===== config.mk =====
export PLATFORM = sky130hd
export DESIGN_NAME = lru_replacement_policy
export DESIGN_NICKNAME = d
export VERILOG_FILES = /design/src/hdl/lrurp_pkg.sv /design/src/hdl/lru_replacement_policy.sv /design/src/hdl/lrurp_cell.sv
export VERILOG_INCLUDE_DIRS = /design/src /design/src/hdl
export SDC_FILE = /design/constraint.sdc
export NUM_CORES = 1
export LEC_CHECK = 0
export BUFFER_PORTS_ARGS = -buffer_cell sky130_fd_sc_hd__buf_2
export CORE_UTILIZATION = 39
export DETAILED_ROUTE_END_ITERATION = 12
export PLACE_DENSITY = 0.61
export SYNTH_ARGS = -nofsm -noshare
export SYNTH_HDL_FRONTEND = slang
export SYNTH_SLANG_ARGS = --single-unit

===== constraint.sdc =====
create_clock -name clk_i -period 7.15 [get_ports clk_i]
set_input_delay 0.715 -clock clk_i [delete_from_list [all_inputs] [get_ports clk_i]]
set_output_delay 0.715 -clock clk_i [all_outputs]
set_load 0.02 [all_outputs]

===== src/hdl/lru_replacement_policy_macros.svh =====
// assertion macros for the lru replacement policy block
`ifndef LRU_REPLACEMENT_POLICY_MACROS_SVH
`define LRU_REPLACEMENT_POLICY_MACROS_SVH

// antecedent implies consequent in the same cycle
`define LRURP_ASSERT_SAME(lbl, ante, cons) \
  lbl: assert property (@(posedge clk_i) disable iff (!rst_ni) (ante) |-> (cons)) \
    else $error("lru policy check failed");

// antecedent implies consequent in the next cycle
`define LRURP_ASSERT_NEXT(lbl, ante, cons) \
  lbl: assert property (@(posedge clk_i) disable iff (!rst_ni) (ante) |=> (cons)) \
    else $error("lru policy check failed");

`endif


===== src/hdl/lrurp_pkg.sv =====
// types and constants shared by the lru replacement policy modules
`timescale 1ns / 1ps
package lrurp_pkg;

  localparam int unsigned WayW       = 4;
  localparam int unsigned CfgW       = 5;
  localparam int unsigned MaxWaysDef = 16;
  localparam int unsigned ResetWays  = 16;

  typedef logic [WayW-1:0] way_t;
  typedef logic [CfgW-1:0] cfg_t;

  typedef enum logic {
    OpTouch = 1'b0,
    OpQuery = 1'b1
  } op_e;

  typedef struct packed {
    op_e  operation;
    way_t way;
  } in_item_t;

  typedef struct packed {
    way_t victim;
    logic from_empty;
    logic bad_way;
  } out_item_t;

  typedef struct packed {
    logic clear;
    logic shift;
    way_t way;
  } cell_ctrl_t;

endpackage


===== src/hdl/lru_replacement_policy.sv =====
// true lru victim selection for one cache set, built as a row of list cells
//
// channels: in_valid_i/in_ready_o/in_data_i carry touch or query items,
// out_valid_o/out_ready_i/out_data_o carry one result item per input item,
// cfg_valid_i/cfg_ready_o/cfg_data_i write the ways register and empty the list.
// a touch enters at cell 0; every cell up to the hit or the first empty cell
// loads its neighbor's way in the same cycle, so the whole list updates together.
// order: the list updates at the accepting edge, and the victim lookup for the
// item is then registered into the output register.
// throughput: one item per cycle while the output is taken and no config waits;
// the list update at the accepting edge and the registered victim stage set this figure.
// stall: a held result keeps the lookup stage full; one more item is accepted
// into it, then in_ready_o drops until the output is taken.
// config is taken only with the lookup stage empty and blocks input while it waits.
// reset: list empty, ways = 16 (clamped to MAX_WAYS), no result pending.
`timescale 1ns / 1ps
module lru_replacement_policy #(
  parameter int unsigned MAX_WAYS = lrurp_pkg::MaxWaysDef
) (
  input  logic                 clk_i,
  input  logic                 rst_ni,
  input  logic                 in_valid_i,
  output logic                 in_ready_o,
  input  lrurp_pkg::in_item_t  in_data_i,
  output logic                 out_valid_o,
  input  logic                 out_ready_i,
  output lrurp_pkg::out_item_t out_data_o,
  input  logic                 cfg_valid_i,
  output logic                 cfg_ready_o,
  input  lrurp_pkg::cfg_t      cfg_data_i
);
  import lrurp_pkg::*;
  `include "lru_replacement_policy_macros.svh"

  localparam int unsigned IdxW  = (MAX_WAYS > 1) ? $clog2(MAX_WAYS) : 1;
  localparam int unsigned CntW  = $clog2(MAX_WAYS + 1);
  localparam int unsigned RstWays = (ResetWays > MAX_WAYS) ? MAX_WAYS : ResetWays;

  logic [CntW-1:0]     ways_q, ways_d;
  logic [MAX_WAYS-1:0] present_q, present_d;
  logic                s1_valid_q, s1_valid_d;
  logic                s1_bad_q, s1_bad_d;
  logic                out_valid_q, out_valid_d;
  out_item_t           out_q, out_d;

  logic                cfg_wr;
  logic                in_acc;
  logic                s1_move;
  logic                bad;
  logic                touch_en;
  cell_ctrl_t          ctrl;

  logic [MAX_WAYS:0]   carry;
  way_t                cell_way [MAX_WAYS];
  logic [MAX_WAYS-1:0] cell_valid;
  logic [MAX_WAYS-1:0] last_vec;

  logic                full;
  way_t                lru_way;
  logic [IdxW-1:0]     free_idx;

  assign cfg_ready_o = !s1_valid_q;
  assign cfg_wr      = cfg_valid_i && cfg_ready_o;
  assign s1_move     = s1_valid_q && (!out_valid_q || out_ready_i);
  assign in_ready_o  = (!s1_valid_q || s1_move) && !cfg_valid_i;
  assign in_acc      = in_valid_i && in_ready_o;

  assign bad      = (in_data_i.operation == OpTouch) &&
                    (32'(in_data_i.way) >= 32'(ways_q));
  assign touch_en = in_acc && (in_data_i.operation == OpTouch) && !bad;

  always_comb begin
    ctrl.clear = cfg_wr;
    ctrl.shift = touch_en;
    ctrl.way   = in_data_i.way;
  end

  assign carry[0] = 1'b1;

  for (genvar i = 0; i < MAX_WAYS; i++) begin : g_cell
    way_t prev_way;
    if (i == 0) begin : g_head
      assign prev_way = in_data_i.way;
    end else begin : g_body
      assign prev_way = cell_way[i-1];
    end
    lrurp_cell u_cell (
      .clk_i      (clk_i),
      .rst_ni     (rst_ni),
      .ctrl_i     (ctrl),
      .prev_way_i (prev_way),
      .carry_i    (carry[i]),
      .carry_o    (carry[i+1]),
      .way_o      (cell_way[i]),
      .valid_o    (cell_valid[i])
    );
    assign last_vec[i] = (32'(ways_q) == 32'(i + 1));
  end

  always_comb begin
    lru_way = '0;
    for (int i = 0; i < MAX_WAYS; i++) begin
      if (last_vec[i]) begin
        lru_way = lru_way | cell_way[i];
      end
    end
    full = |(cell_valid & last_vec);
  end

  always_comb begin
    free_idx = '0;
    for (int i = MAX_WAYS - 1; i >= 0; i--) begin
      if (!present_q[i]) begin
        free_idx = IdxW'(i);
      end
    end
  end

  always_comb begin
    if (cfg_data_i == '0) begin
      ways_d = CntW'(1);
    end else if (32'(cfg_data_i) > MAX_WAYS) begin
      ways_d = CntW'(MAX_WAYS);
    end else begin
      ways_d = CntW'(cfg_data_i);
    end
    for (int i = 0; i < MAX_WAYS; i++) begin
      present_d[i] = !cfg_wr &&
                     (present_q[i] || (touch_en && (32'(in_data_i.way) == 32'(i))));
    end
    s1_valid_d  = in_acc || (s1_valid_q && !s1_move);
    s1_bad_d    = in_acc ? bad : s1_bad_q;
    out_valid_d = s1_move || (out_valid_q && !out_ready_i);
    out_d       = out_q;
    if (s1_move) begin
      out_d.bad_way = s1_bad_q;
      if (full) begin
        out_d.victim     = lru_way;
        out_d.from_empty = 1'b0;
      end else begin
        out_d.victim     = way_t'(free_idx);
        out_d.from_empty = 1'b1;
      end
    end
  end

  always_ff @(posedge clk_i or negedge rst_ni) begin
    if (!rst_ni) begin
      ways_q      <= CntW'(RstWays);
      present_q   <= '0;
      s1_valid_q  <= 1'b0;
      out_valid_q <= 1'b0;
    end else begin
      if (cfg_wr) begin
        ways_q <= ways_d;
      end
      present_q   <= present_d;
      s1_valid_q  <= s1_valid_d;
      out_valid_q <= out_valid_d;
    end
  end

  always_ff @(posedge clk_i) begin
    s1_bad_q <= s1_bad_d;
    out_q    <= out_d;
  end

  assign out_valid_o = out_valid_q;
  assign out_data_o  = out_q;

  `LRURP_ASSERT_SAME(a_valid_prefix, 1'b1, ((cell_valid + 1'b1) & cell_valid) == '0)
  `LRURP_ASSERT_SAME(a_count_match, 1'b1, $countones(cell_valid) == $countones(present_q))
  `LRURP_ASSERT_SAME(a_no_overflow, touch_en, !carry[MAX_WAYS])
  `LRURP_ASSERT_NEXT(a_cfg_empties, cfg_wr, (cell_valid == '0) && (present_q == '0))
  `LRURP_ASSERT_NEXT(a_bad_keeps, in_acc && bad, $stable(cell_valid) && $stable(present_q))

endmodule


===== src/hdl/lrurp_cell.sv =====
// one entry of the recency list, loading from its more recent neighbor
`timescale 1ns / 1ps
module lrurp_cell (
  input  logic                clk_i,
  input  logic                rst_ni,
  input  lrurp_pkg::cell_ctrl_t ctrl_i,
  input  lrurp_pkg::way_t     prev_way_i,
  input  logic                carry_i,
  output logic                carry_o,
  output lrurp_pkg::way_t     way_o,
  output logic                valid_o
);
  import lrurp_pkg::*;

  way_t way_q, way_d;
  logic valid_q, valid_d;
  logic hit;
  logic load;

  always_comb begin
    hit     = valid_q && (way_q == ctrl_i.way);
    load    = ctrl_i.shift && carry_i;
    carry_o = carry_i && valid_q && !hit;
    way_d   = load ? prev_way_i : way_q;
    if (ctrl_i.clear) begin
      valid_d = 1'b0;
    end else begin
      valid_d = valid_q | load;
    end
  end

  always_ff @(posedge clk_i or negedge rst_ni) begin
    if (!rst_ni) begin
      valid_q <= 1'b0;
    end else begin
      valid_q <= valid_d;
    end
  end

  always_ff @(posedge clk_i) begin
    way_q <= way_d;
  end

  assign way_o   = way_q;
  assign valid_o = valid_q;

endmodule

**Word level (Yosys, flattened, before mapping)**

Cells that the tools add are included.

- Flip-flop bits (word level): 110
- Input port bits: 15
- Output and inout bits: 9
- Word-level logic and storage cells: 317

- $lt $le $gt $ge: 2
- Equality and inequality tests: 46
- Mux-type cells: 51
- Bitwise operators: 33
- Reductions and logical operators: 145

Operator list:

| cell | number |
|---|---|
| 4-bit 2-to-1 mux | 32 |
| 1-bit logical AND | 100 |
| 4-bit == test | 15 |
| 4-bit bitwise OR | 15 |
| 5-bit by 4-bit == test with 1-bit output, second input constant | 8 |
| 4-bit == test, second input constant | 8 |
| 1-bit zero test | 22 |
| 5-bit by 3-bit == test with 1-bit output, second input constant | 4 |
| 1-bit logical OR | 20 |
| 16-bit bitwise AND | 1 |
| 4-bit by 3-bit == test with 1-bit output, second input constant | 4 |
| 1-bit 2-to-1 mux | 16 |
| 1-bit bitwise OR | 16 |
| 16-bit OR reduction | 1 |
| 5-bit 2-to-1 mux | 3 |
| 5-bit by 2-bit == test with 1-bit output, second input constant | 2 |
| 4-bit by 2-bit == test with 1-bit output, second input constant | 2 |
| 5-bit by 1-bit == test with 1-bit output, second input constant | 1 |
| 5-bit == test, second input constant | 1 |
| 4-bit by 5-bit greater-or-equal comparator with 1-bit output | 1 |
| 5-bit > comparator, second input constant | 1 |
| 5-bit zero test | 1 |
| 4-bit by 1-bit == test with 1-bit output, second input constant | 1 |
| 4-bit zero test | 1 |
| 1-bit inverter | 1 |

**Depth between registers and ports, before layout**

- Word-level depth: 35
- Gate-level depth with buffers: 11
- Depth with buffers taken out: 8

**Modules after synthesis**

Synthesis repeated with hierarchy kept, for this count alone.

- Cells, all modules: 452
- Area, all modules: 5557.8 µm²

By module, submodules not included:

| module | times used | cells an instance | area each (µm²) | sequential area each (µm²) |
|---|---|---|---|---|
| lrurp_cell | 16 | 14 | 207.7 | 145.1 |
| lru_replacement_policy | 1 | 228 | 2234.6 | 787.0 |

**Worst setup path after synthesis**

No wires, ideal clock.

- Path type: input to register
- Start: input port in_data_i[0] in the netlist's numbering
- End: register g_cell[10].u_cell.way_q[0], enable pin
- Setup time: 373 ps
- Arrival time: 2635 ps
- Data required time: 6777 ps
- Path slack: 4142 ps
- Stages on the path: 9
- Buffers on the path: 2
- Cells stage by stage: buf_6 -> buf_2 -> inv_1 -> ha_1 -> nor2b_1 -> o21ai_0 -> a21oi_1 -> o2111ai_1 -> nor3_1

- Word-level cells in the longest chain between the ends: 23
- Elaborated cells on any way between the ends: 54
- Classes of those cells: order compare (1); eq/ne (10); reduce/logical (43)

RTL lines:

| item | line | source |
|---|---|---|
| start, declared | lru_replacement_policy.sv:24 | `input lrurp_pkg::in_item_t in_data_i,` |
| 4-bit == test | lrurp_cell.sv:21 | `hit = valid_q && (way_q == ctrl_i.way);` |
| 1-bit logical AND | lrurp_cell.sv:21 |  |
| 1-bit zero test | lrurp_cell.sv:23 | `carry_o = carry_i && valid_q && !hit;` |
| 1-bit logical AND (19 in series) | lrurp_cell.sv:23 |  |
| 1-bit logical AND (*) | lrurp_cell.sv:22 | `load = ctrl_i.shift && carry_i;` |
| via g_cell[10].u_cell.load | lrurp_cell.sv:18 | `logic load;` |
| end signal, assigned | lrurp_cell.sv:41 | `way_q <= way_d;` |
| end, declared | lrurp_cell.sv:15 | `way_t way_q, way_d;` |

The timed path passes the listed nets; every way through them passes the cells marked *.
A chain may end at the register's enable or synchronous reset.

**Worst setup path in the final report**

- Start: input port in_data_i[0] in the netlist's numbering
- End: register g_cell[8].u_cell.way_q[0], enable pin

- Word-level cells in the longest chain between the ends: 19
- Elaborated cells on any way between the ends: 44
- Classes of those cells: order compare (1); eq/ne (8); reduce/logical (35)

RTL lines:

| item | line |
|---|---|
| 4-bit == test | lrurp_cell.sv:21 |
| 1-bit logical AND | lrurp_cell.sv:21 |
| 1-bit zero test | lrurp_cell.sv:23 |
| 1-bit logical AND (15 in series) | lrurp_cell.sv:23 |
| 1-bit logical AND (*) | lrurp_cell.sv:22 |
| via g_cell[8].u_cell.load | lrurp_cell.sv:18 |
| end signal, assigned | lrurp_cell.sv:41 |
| end, declared | lrurp_cell.sv:15 |

Marks and branches as above.

==> flow_metrics.py <==
metrics = {
    "route": {
        "route.detailed.drc": 0,
        "vias_per_cell": 5.92,
        "wl_um": 14800,
        "drt_iter0_drc": 323,
        "dr_total_vias": 3872,
        "ant_nets": 0,
        "wl_per_cell_um": 22.7,
        "drtPass1Iterations": 5,
    },
    "pwr": {
        "power_density_nw_per_um2": 225,
        "power.total_uw": 1370,
        "ir_drop_mv": 0.109,
        "p_leak_uw": 0.00222,
    },
    "finish": {
        "fin_nets": 488,
        "multiInputGateArea_um2": 2260,
        "antenna_cells_inserted": 0,
        "final_area_um2": 6090,
        "drive_gt1_share_pct": 13.1,
        "fillers": 1258,
        "seq_area_um2": 3110,
        "area_growth_pct": 10.2,
    },
    "worst_setup_path": {
        "crit_chain": "buf_2, inv_1, ha_1, nor2b_1, o21ai_0, a21oi_1, o2111ai_1, nor3_1",
        "cp.required_ns": 7.15,
        "arrival_ns": 3.27,
        "reg2reg_depth": 6,
        "r2r-start": "ways_q[0]$_DFFE_PN0P_",
        "cp-start-kind": "primary input",
        "crit_fanout": 20,
        "worstSetupPathType": "primary input to flip-flop",
        "cp_num_cells": 8,
        "path_delay_family": "compound AO/OA/AOI/OAI gates",
        "slowest_delay_ns": 0.69,
        "slowest_stage": "nor3_1",
        "r2r-end": "g_cell[8].u_cell.way_o[0]$_DFFE_PP_",
        "rrSetupSlack_ns": 3.92,
        "end_kind": "flip-flop",
        "crit_buf_inv": 2,
    },
    "clock_network": {
        "cts_tree": "done",
        "post_cts_buffers": 0,
        "clkSlewWorstSetupHoldPaths_ns": 0.07,
        "insertion_delay_ns": 0.36,
        "cts-root-buf": "clkbuf_16",
        "postCtsHoldBufs": 0,
        "cts_sinks": 110,
        "clock_path_buffers": 2,
        "cts_resized": 0,
        "cts-buffers-inserted": 9,
        "h-tree-depth": 3,
    },
    "global_routing": {
        "grt-ovfl-total": 0,
        "grt_pass1_vias": 3801,
        "antenna_found_initial": 0,
        "grt_usage_pct": 21.6,
        "grt_pass1_wl_um": 22700,
        "grt_max_degree": 40,
    },
    "floorplan": {
        "start_util_pct": 39.9,
        "core_um2": 13800,
        "die_x_um": 121,
        "core.rowCount": 43,
        "dieArea_um2": 14600,
        "die_h_um": 121,
        "num_io_pins": 24,
    },
    "place": {
        "io_buffers": 23,
        "place_hpwl_um": 10900,
        "placed_cell_area_um2": 5760,
        "gp_congestion": 0.972,
        "place_worst_setup_slack_ns": 3.56,
    },
    "worst_hold_path": {
        "hold_end": "out_data_o[0]$_DFFE_PP_",
        "hp-class": "flip-flop to flip-flop",
        "min_from": "s1_bad_q$_DFFE_PP_",
        "hold_depth": 0,
    },
    "synth": {
        "ys_seq_elements": 110,
        "syn_area_um2": 5520,
        "yosysTopAreaCellShare_pct": 38.6,
        "ys_warn_count": 0,
        "yosys.area.top_type": "edfxtp_1",
        "ys_async_sr_fraction_pct": 35.5,
        "syn_area_per_cell_um2": 12.2,
        "synth-edff-count": 71,
        "synth.distinct_cells": 63,
        "syn_nets": 473,
        "yosysMostFrequentCell": "edfxtp_1",
        "synth_common_cells": "edfxtp_1, xor2_1, dfrtp_1, nor2_1, a31oi_1",
        "ys_seq_area_share_pct": 56.3,
        "synth_ff_type": "edfxtp_1",
        "syn_inst": 454,
        "yosys-top-cells-area": "edfxtp_1, dfrtp_1, xor2_1",
    },
    "timing": {
        "timing.fmax_mhz": 306,
        "drv_slew": 0,
        "worst_pin_slew_ns": 1.16,
        "hold_viol": 0,
        "grt_setup_unrepaired": "false",
        "final.setup.worst_slack_ns": 3.88,
        "finalClockSkew_ns": 0.0101,
        "fin_crit_ns": 3.27,
        "finalCritPeriodShare_pct": 45.7,
        "setup_viol": 0,
        "slew_headroom_pct": 22.1,
        "tns_ns": 0,
    },
    "flow_run": {
        "cap_violations": 0,
    },
    "status": {
        "status": "complete, no violations",
    },
}
==> report_power, final <==
part	internal, uW	switching [uW]	total, uW
registers	683	23.5	707
logic	45.4	85.7	131
clock network	309	226	535
total	1040	335	1370
==> cell type report <==
| class | count | area share [%] |
|---|---|---|
| multi-input cells | 314 | 37.2 |
| clock inverters | 2 | 0.247 |
| clock buffers | 14 | 5.20 |
| flip-flops and latches | 110 | 51.1 |
| well taps | 180 | 3.70 |
| inverters | 10 | 0.617 |
| repair buffers | 24 | 2.01 |
==> metal layers <==
layer | vias up | wire length, um | GRT usage [%]
met1 | 1938 | 6640 | 30.0
met2 | 157 | 6820 | 32.8
met3 | 29 | 996 | 5.36
met4 | 0 | 370 | 7.41
met5 | - | 0 | 0
li1 | 1748 | - | -
==> through the flow <==
stage	hold slack [ns]	util, %	instances
final	0.471	44.0	654
after global routing	0.476	44.0	654
after CTS	0.472	44.0	654
after detailed placement	0.451	41.6	638
after global placement	0.461	41.6	638
after floorplan	0.400	-	454
==> logic make-up (layout without fill, tap and decap cells) <==
group           after synthesis  after routing  synth area share, %
mux                          16             16                 3.51
simple gates                129            129                 12.9
buf+inv                      30             50                 2.74
xor+xnor                     60             60                 9.52
flops                       110            110                 56.3
compound gates              105            105                 14.1
fa+ha+maj                     4              4                0.906
==> sequential cells by signal, summed over array words and instances, names as in the netlist <==
register / flops
g_cell.u_cell.way_o: 64
g_cell.u_cell.valid_o: 16
present_q: 16
out_data_o: 6
ways_q: 5
out_valid_o: 1
s1_bad_q: 1
s1_valid_q: 1
==> how the worst max path moves through the flow <==
| stage | from | end | slack, ns |
|---|---|---|---|
| after floorplan | in_data_i[0] | g_cell[10].u_cell.way_o[0]$_DFFE_PP_ | 4.14 |
| after global placement | in_data_i[0] | g_cell[8].u_cell.way_o[1]$_DFFE_PP_ | 3.75 |
| after detailed placement | in_data_i[0] | g_cell[8].u_cell.way_o[2]$_DFFE_PP_ | 3.56 |
| after CTS | in_data_i[0] | g_cell[8].u_cell.way_o[0]$_DFFE_PP_ | 3.93 |
| after global routing | in_data_i[0] | g_cell[8].u_cell.way_o[0]$_DFFE_PP_ | 3.72 |
| final | in_data_i[0] | g_cell[8].u_cell.way_o[0]$_DFFE_PP_ | 3.88 |
==> cells in the final DEF, fill, tap and decap left out, types with 3 or more instances in the layout <==
master and instances:
nand3_1 9, edfxtp_1 71, nor3_1 9, nand3b_1 4
and2_1 9, nand4_1 4, nor3_2 3, o21a_1 14
o22ai_1 3, dfrtp_1 38, nand2_1 16, a32o_1 3
o21ai_0 11, a21oi_1 13, a22oi_1 9, buf_2 23
xor2_1 60, or3_1 4, nor2_1 38, a31oi_1 17
and3_1 6, mux2_2 7, nor4_1 5, clkbuf_16 11
clkbuf_8 3, o41ai_1 12, nor2b_1 9, ha_1 4
inv_1 9, mux2i_1 7, nor3b_1 3
Note: power is estimated with default switching activity, not from simulation.
